File: config.mk
export PLATFORM = sky130hd
export DESIGN_NAME = circular_queue_with_replay_top
export DESIGN_NICKNAME = d
export VERILOG_FILES = /design/src/hdl/cqr_pkg.sv /design/src/hdl/circular_queue_with_replay_top.sv
export SDC_FILE = /design/constraint.sdc
export NUM_CORES = 1
export LEC_CHECK = 0
export BUFFER_PORTS_ARGS = -buffer_cell sky130_fd_sc_hd__buf_2
export CORE_ASPECT_RATIO = 1.25
export CORE_MARGIN = 8
export CORE_UTILIZATION = 40
export CTS_BUF_LIST = sky130_fd_sc_hd__clkbuf_2
export DETAILED_ROUTE_END_ITERATION = 10
export PLACE_DENSITY = 0.64
export SLEW_MARGIN = 20
export SYNTH_ARGS = -nofsm -noshare
export SYNTH_HDL_FRONTEND = slang
export SYNTH_SLANG_ARGS = --single-unit
File: constraint.sdc
create_clock -name clk -period 5.45 [get_ports clk]
set_clock_uncertainty 0.05 [all_clocks]
set_input_delay 0.8175 -clock clk [delete_from_list [all_inputs] [get_ports clk]]
set_output_delay 0.8175 -clock clk [all_outputs]
set_load 0.02 [all_outputs]
File: src/hdl/cqr_pkg.sv
// Shared constants and types for the circular queue with replay.
package cqr_pkg;

	localparam int DEPTH      = 8;
	localparam int IDX_W      = $clog2(DEPTH);
	localparam int CNT_W      = 4;
	localparam int REP_W      = 4;
	localparam int PASS_W     = 3;
	localparam int ENTRY_W    = 16;
	localparam int MAX_REPEAT = 8;

	typedef enum logic [1:0] {
		OP_ADD    = 2'd0,
		OP_REMOVE = 2'd1,
		OP_PLAY   = 2'd2,
		OP_CLEAR  = 2'd3
	} op_t;

	typedef enum logic [1:0] {
		ST_OK    = 2'd0,
		ST_FULL  = 2'd1,
		ST_EMPTY = 2'd2
	} status_t;

	typedef enum logic [1:0] {
		S_IDLE,
		S_RD,
		S_EXEC
	} state_t;

endpackage

File: src/hdl/circular_queue_with_replay_top.sv
// Circular queue of entry words with add, remove, replay and clear.
//
// Input channel: in_valid / in_stall carry op, entry_data and repeat_count.
// An item is taken at a rising edge with in_valid high and in_stall low.
// in_stall is high from acceptance until the last result of the item has
// been loaded into the output register.
// Output channel: out_valid / out_stall carry status, entry_out,
// pass_number, position, fill_after and last. A result is taken at an edge
// with out_valid high and out_stall low; last marks the final result of
// the item. The output register holds while out_stall is high, and the
// queue takes the next item while a finished result still waits there.
// Sequence: the index unit and the registered store read serve one walk
// step at a time. Add, remove and clear pass through accept, store read
// and execute; play repeats store read and execute for each result, so a
// play of n entries over p passes emits n*p results.
// A play of zero passes on a non-empty queue ends with no result.
// A result waiting on a stalled receiver holds the next one back.
// Reset (arst_n low, asynchronous): queue empty, capacity 8, head 0,
// tail capacity minus one, no result pending. The store needs no clearing.
// Configuration: cfg_wr_en with cfg_wr_data sets the capacity in use; it
// is taken only while the queue is empty (0 reads as 1, above 8 as 8).
module circular_queue_with_replay_top
	import cqr_pkg::*;
(
	input  logic               clk,
	input  logic               arst_n,
	input  logic               cfg_wr_en,
	input  logic [CNT_W-1:0]   cfg_wr_data,
	input  logic               in_valid,
	output logic               in_stall,
	input  logic [1:0]         op,
	input  logic [ENTRY_W-1:0] entry_data,
	input  logic [REP_W-1:0]   repeat_count,
	output logic               out_valid,
	input  logic               out_stall,
	output logic [1:0]         status,
	output logic [ENTRY_W-1:0] entry_out,
	output logic [PASS_W-1:0]  pass_number,
	output logic [IDX_W-1:0]   position,
	output logic [CNT_W-1:0]   fill_after,
	output logic               last
);

	localparam logic [CNT_W-1:0] DEPTH_C  = CNT_W'(DEPTH);
	localparam logic [REP_W-1:0] MAX_REP_C = REP_W'(MAX_REPEAT);

	// Queue state
	state_t              state_q, state_d;
	logic [IDX_W-1:0]    head_q, head_d;
	logic [IDX_W-1:0]    tail_q, tail_d;
	logic [CNT_W-1:0]    fill_q, fill_d;
	logic [CNT_W-1:0]    cap_q, cap_d;

	// Item being worked on
	op_t                 op_q;
	logic [ENTRY_W-1:0]  data_q;
	logic [REP_W-1:0]    reps_q;
	logic [IDX_W-1:0]    idx_q, idx_d;
	logic [PASS_W-1:0]   pass_q, pass_d;
	logic [IDX_W-1:0]    pos_q, pos_d;

	// Entry store with registered read
	logic [ENTRY_W-1:0]  mem [DEPTH];
	logic [ENTRY_W-1:0]  rd_data_q;
	logic                mem_we;

	// Output register
	logic                out_valid_q;
	status_t             status_q, status_d;
	logic [ENTRY_W-1:0]  entry_out_q, entry_d;
	logic [PASS_W-1:0]   pass_out_q, pass_out_d;
	logic [IDX_W-1:0]    pos_out_q, pos_out_d;
	logic [CNT_W-1:0]    fill_out_q;
	logic                last_q, last_d;
	logic                load;

	// Shared index unit: next index with wrap at the capacity in use
	logic [IDX_W-1:0]    wrap_in;
	logic [CNT_W-1:0]    wrap_sum;
	logic [IDX_W-1:0]    wrap_out;

	logic                accept;
	logic                out_free;
	logic                pos_end;
	logic                play_last;
	logic [CNT_W-1:0]    cap_new;

	assign accept   = in_valid && (state_q == S_IDLE);
	assign in_stall = (state_q != S_IDLE);
	assign out_free = !out_valid_q || !out_stall;

	// Add advances the tail; remove and play walk from idx_q
	assign wrap_in  = (op_q == OP_ADD) ? tail_q : idx_q;
	assign wrap_sum = CNT_W'(wrap_in) + CNT_W'(1);
	assign wrap_out = (wrap_sum >= cap_q) ? '0 : wrap_sum[IDX_W-1:0];

	// End of one pass, and end of the whole replay
	assign pos_end   = (CNT_W'(pos_q) + CNT_W'(1)) == fill_q;
	assign play_last = pos_end && ((REP_W'(pass_q) + REP_W'(1)) == reps_q);

	// Clamp a capacity write into 1..DEPTH
	always_comb begin
		if (cfg_wr_data == '0) begin
			cap_new = CNT_W'(1);
		end else if (cfg_wr_data > DEPTH_C) begin
			cap_new = DEPTH_C;
		end else begin
			cap_new = cfg_wr_data;
		end
	end

	// Sequencer: next state, queue update and result assembly
	always_comb begin
		state_d    = state_q;
		head_d     = head_q;
		tail_d     = tail_q;
		fill_d     = fill_q;
		cap_d      = cap_q;
		idx_d      = idx_q;
		pass_d     = pass_q;
		pos_d      = pos_q;
		mem_we     = 1'b0;
		load       = 1'b0;
		status_d   = ST_OK;
		entry_d    = '0;
		pass_out_d = '0;
		pos_out_d  = '0;
		last_d     = 1'b1;

		case (state_q)
			S_IDLE: begin
				if (in_valid) begin
					// Start every walk at the oldest entry
					idx_d   = head_q;
					pass_d  = '0;
					pos_d   = '0;
					state_d = S_RD;
				end
			end
			S_RD: begin
				// Store read at idx_q lands in rd_data_q
				state_d = S_EXEC;
			end
			S_EXEC: begin
				case (op_q)
					OP_ADD: begin
						if (out_free) begin
							load    = 1'b1;
							state_d = S_IDLE;
							if (fill_q >= cap_q) begin
								status_d = ST_FULL;
							end else begin
								mem_we = 1'b1;
								tail_d = wrap_out;
								fill_d = fill_q + CNT_W'(1);
							end
						end
					end
					OP_REMOVE: begin
						if (out_free) begin
							load    = 1'b1;
							state_d = S_IDLE;
							if (fill_q == '0) begin
								status_d = ST_EMPTY;
							end else begin
								entry_d = rd_data_q;
								head_d  = wrap_out;
								fill_d  = fill_q - CNT_W'(1);
							end
						end
					end
					OP_PLAY: begin
						if (fill_q == '0) begin
							if (out_free) begin
								load     = 1'b1;
								status_d = ST_EMPTY;
								state_d  = S_IDLE;
							end
						end else if (reps_q == '0) begin
							// Drop the item: nothing to replay
							state_d = S_IDLE;
						end else if (out_free) begin
							load       = 1'b1;
							entry_d    = rd_data_q;
							pass_out_d = pass_q;
							pos_out_d  = pos_q;
							last_d     = play_last;
							if (play_last) begin
								state_d = S_IDLE;
							end else begin
								state_d = S_RD;
								if (pos_end) begin
									idx_d  = head_q;
									pos_d  = '0;
									pass_d = pass_q + PASS_W'(1);
								end else begin
									idx_d = wrap_out;
									pos_d = pos_q + IDX_W'(1);
								end
							end
						end
					end
					OP_CLEAR: begin
						if (out_free) begin
							load    = 1'b1;
							state_d = S_IDLE;
							head_d  = '0;
							tail_d  = IDX_W'(cap_q - CNT_W'(1));
							fill_d  = '0;
						end
					end
					default: begin
						state_d = S_IDLE;
					end
				endcase
			end
			default: begin
				state_d = S_IDLE;
			end
		endcase

		// Capacity write, taken only on an empty queue
		if (cfg_wr_en && (fill_q == '0)) begin
			cap_d  = cap_new;
			head_d = '0;
			tail_d = IDX_W'(cap_new - CNT_W'(1));
		end
	end

	// Control registers
	always_ff @(posedge clk or negedge arst_n) begin
		if (!arst_n) begin
			state_q     <= S_IDLE;
			head_q      <= '0;
			tail_q      <= IDX_W'(DEPTH - 1);
			fill_q      <= '0;
			cap_q       <= DEPTH_C;
			out_valid_q <= 1'b0;
		end else begin
			state_q <= state_d;
			head_q  <= head_d;
			tail_q  <= tail_d;
			fill_q  <= fill_d;
			cap_q   <= cap_d;
			if (load) begin
				out_valid_q <= 1'b1;
			end else if (!out_stall) begin
				out_valid_q <= 1'b0;
			end
		end
	end

	// Item and walk registers
	always_ff @(posedge clk) begin
		if (accept) begin
			op_q   <= op_t'(op);
			data_q <= entry_data;
			reps_q <= (repeat_count > MAX_REP_C) ? MAX_REP_C : repeat_count;
		end
		idx_q  <= idx_d;
		pass_q <= pass_d;
		pos_q  <= pos_d;
	end

	// Entry store: write at the new tail, read at the walk index
	always_ff @(posedge clk) begin
		if (mem_we) begin
			mem[wrap_out] <= data_q;
		end
		rd_data_q <= mem[idx_q];
	end

	// Output payload: hold while stalled
	always_ff @(posedge clk) begin
		if (load) begin
			status_q    <= status_d;
			entry_out_q <= entry_d;
			pass_out_q  <= pass_out_d;
			pos_out_q   <= pos_out_d;
			fill_out_q  <= fill_d;
			last_q      <= last_d;
		end
	end

	assign out_valid   = out_valid_q;
	assign status      = status_q;
	assign entry_out   = entry_out_q;
	assign pass_number = pass_out_q;
	assign position    = pos_out_q;
	assign fill_after  = fill_out_q;
	assign last        = last_q;

endmodule
==> reports/metrics.cfg <==
[sta]
setup_viol=0
worst_pin_slew_ns=0.9899
period_minus_slack_ns=4.326
rsz0062_at_grt=false
period_share=0.7938
drv_slew=0
finalHoldViolCount=0
fmax_ghz=0.2311
slew_headroom=0.3401
final.setup.tns_ns=0

[route]
vias_per_cell=5.195
vias=4935
postRouteAntennaNets=0
wl_mm=18.04
first_iter_violations=282
drcViolationCount=0
wl_per_cell_um=18.99
drt-pass1-iter-count=5

[power_and_ir_drop]
p_leak_uw=0.003717
p_per_area_nw_per_um2=511.5
peakVddDrop_mv=0.2326

[synthesis]
async_reset_ff_frac=0.07692
synth_mux_area_frac=0.1131
synth_top_family_by_area=multiplexers
synth-simple-area-share=0.07245
ys_top_cells_by_count=edfxtp_1 (188), mux4_2 (32), and2_1 (22)
synthAdderAreaFrac=0.02776
synth.avg_cell_area_sq_um=17.64
synth_cells=511
synth_largest_area_cell=edfxtp_1
yosysMostFrequentCell=edfxtp_1
ys_types=60
synth-edff-count=188
ys_ff_latch=221
synth_area_leaders=edfxtp_1 (63%), mux4_2 (8.0%), dfrtp_1 (3.6%)
syn_nets=562
ys.flop_type=edfxtp_1
syn-cell-area_sq_um=9015
synth-xor-area-share=0.01152
synth_top_area_share=0.6262
ys_warn_count=0
synth_compound_area_frac=0.04663
ys_seq_area_frac=0.7095

[worst_setup_path]
critPathCapture=mem[6][11]
start_kind=flip-flop
r2r_setup_slack_ns=1.12
cp_num_cells=12
path_cells=inv_1, ha_1, mux2i_1, inv_1, ha_1, xnor2_2, ha_1, o211ai_1, o211ai_1, or3_1, nor3b_2, buf_4
r2r-start=op_q[1]
endpoint_kind=flip-flop
r2r_end=mem[6][11]
rr_worst_depth=12
startpoint=op_q[1]
crit_top_cell=ha_1
arrival_ns=4.72
crit_fanout=16
cp.buffers_inverters=3
critPathRequiredTime_ns=5.84
crit_slowest_cell=or3_1
critPathKind=reg -> reg
max_stage_delay_ns=0.50
crit_family=adder cells

[floorplanning]
fp.coreArea_sq_um=22210
die-area_sq_um=27630
fp.dieH_um=183.8
die_w_um=150.3
io_pins=62
fp-row-count=61
initial_core_util=0.4059

[cts]
clock_path_buffers=3
cts_sinks=221
cts.clk_slew.worst_paths_ns=0.12
insertion_delay_ns=0.79
root_buffer=clkbuf_2
postCtsSetupBuffers=0
cts_resized=0
htree_num_levels=2
cts_buffers=53
cts_tree=done

[grt]
grt.total_usage=0.1327
antenna_found_initial=1
grt_pass1_vias=5411
grt_pass1_wl_mm=28.21
grt_max_degree=33
grt-ovfl-total=0

[hold_path]
min_path_type=in -> reg

[run]
drv_cap=0

[finish]
syn2layout_area_growth_pct=13.50
fillers=1973
layout.nets=672
drive_gt1_frac=0.3714
fin_area_sq_um=10230

[placed_design]
post_dp_cell_area_sq_um=9706
gp_congestion=0.8448
port_buffers=61
place_hpwl_mm=11.77

[status]
outcome=finished, final reports clean

[cell families (layout without fill, tap and decap cells)]
kind of cell	count (synthesis)	in the layout
compound gates	57	57
xor+xnor	11	11
fa+ha+maj	20	20
buf+inv	34	188
flops	221	221
mux	58	58
other cells	0	2
simple gates	110	110
[layer usage]
metal / part of all wire / global-route usage / wire length, um / up-vias
met3: 0.058 / 0.03522 / 1055 / 42
met5: 0 / 0 / 0 / -
li1: - / - / - / 2279
met1: 0.38 / 0.1432 / 6869 / 2446
met2: 0.53 / 0.2331 / 9581 / 168
met4: 0.030 / 0.06971 / 536 / 0
[how the worst min path moves through the flow]
stage | depth (start not counted) | startpoint | slack [ns] | end
4_1_cts | 1 | entry_data[9] | 0.06 | data_q[9]
5_1_grt | 1 | entry_data[9] | 0.05 | data_q[9]
2_1_floorplan | 2 | cap_q[1] | 0.40 | cap_q[1]
3_5_place_dp | 1 | head_q[0] | 0.42 | head_q[0]
6_report | 1 | entry_data[5] | 0.17 | data_q[5]
3_3_place_gp | 2 | cap_q[1] | 0.42 | cap_q[1]
[where the power goes]
group	switching (uW)	total (uW)	internal, uW	leakage, uW
Clock	626	1090	465	0.000394
Combinational	991	1710	721	0.00125
Sequential	214	2430	2220	0.00207
Total	1830	5230	3400	0.00372
[worst register-to-register path, cell delays in order (launching register included)]
cell	delay [ns]
edfxtp_1	0.45
inv_1	0.11
ha_1	0.45
mux2i_1	0.49
inv_1	0.13
ha_1	0.24
xnor2_2	0.42
ha_1	0.33
o211ai_1	0.13
o211ai_1	0.18
or3_1	0.50
nor3b_2	0.19
buf_4	0.29
[timing repair]
action / CTS / global route
hold buffers: 1 / 0
endpoints found under the setup margin: 0 / 0
endpoints found under the hold margin: 13 / 0
[cells in the final DEF (no fill, tap or decap), drive strengths merged, types with 5 or more instances in the layout]
| cell type | count |
|---|---|
| o21ai | 11 |
| buf | 73 |
| nor3 | 11 |
| nand3 | 6 |
| nand2 | 13 |
| mux2i | 5 |
| xor2 | 5 |
| nor4 | 6 |
| mux4 | 32 |
| mux2 | 21 |
| clkinv | 10 |
| xnor2 | 6 |
| and2 | 23 |
| nor2 | 13 |
| edfxtp | 188 |
| o211ai | 7 |
| clkbuf | 87 |
| nor2b | 6 |
| dfxtp | 16 |
| a21oi | 12 |
| and3 | 11 |
| inv | 15 |
| ha | 20 |
| dfrtp | 13 |
| a41oi | 5 |
[per-stage QoR]
step	util	std cells	power, uW	hold WS [ns]	setup slack, ns
after floorplan	-	511	3701	0.3998	0.8380
after global placement	0.4370	848	4134	0.4232	1.481
after global routing	0.4606	949	5566	0.05321	0.8307
after CTS	0.4605	948	5315	0.06139	1.145
final	0.4607	950	5233	0.1701	1.124
after detailed placement	0.4370	848	4198	0.4241	1.207
[area by class of cell]
type | instances | area (sq um) | share of cell area
Sequential cell | 221 | 6396 | 0.6251
Clock buffer | 87 | 435.4 | 0.04255
Timing Repair Buffer | 74 | 405.4 | 0.03962
Multi-Input combinational cell | 256 | 2504 | 0.2447
Clock inverter | 12 | 76.32 | 0.007459
Inverter | 15 | 56.30 | 0.005503
Tap cell | 283 | 354.1 | 0.03461
Antenna cell | 2 | 5.005 | 0.0004891
[flip-flops by register name, indices dropped and copies added (netlist names)]
| name | flops |
|---|---|
| cap_q | 4 |
| data_q | 16 |
| entry_out | 16 |
| fill_after | 4 |
| fill_q | 4 |
| head_q | 3 |
| idx_q | 3 |
| last | 1 |
| mem | 128 |
| op_q | 2 |
| out_valid | 1 |
| pass_number | 3 |
| pass_q | 3 |
| pos_q | 3 |
| position | 3 |
| rd_data_q | 16 |
| reps_q | 4 |
| state_q | 2 |
| status | 2 |
| tail_q | 3 |
Power figures use the tool's default switching activity.
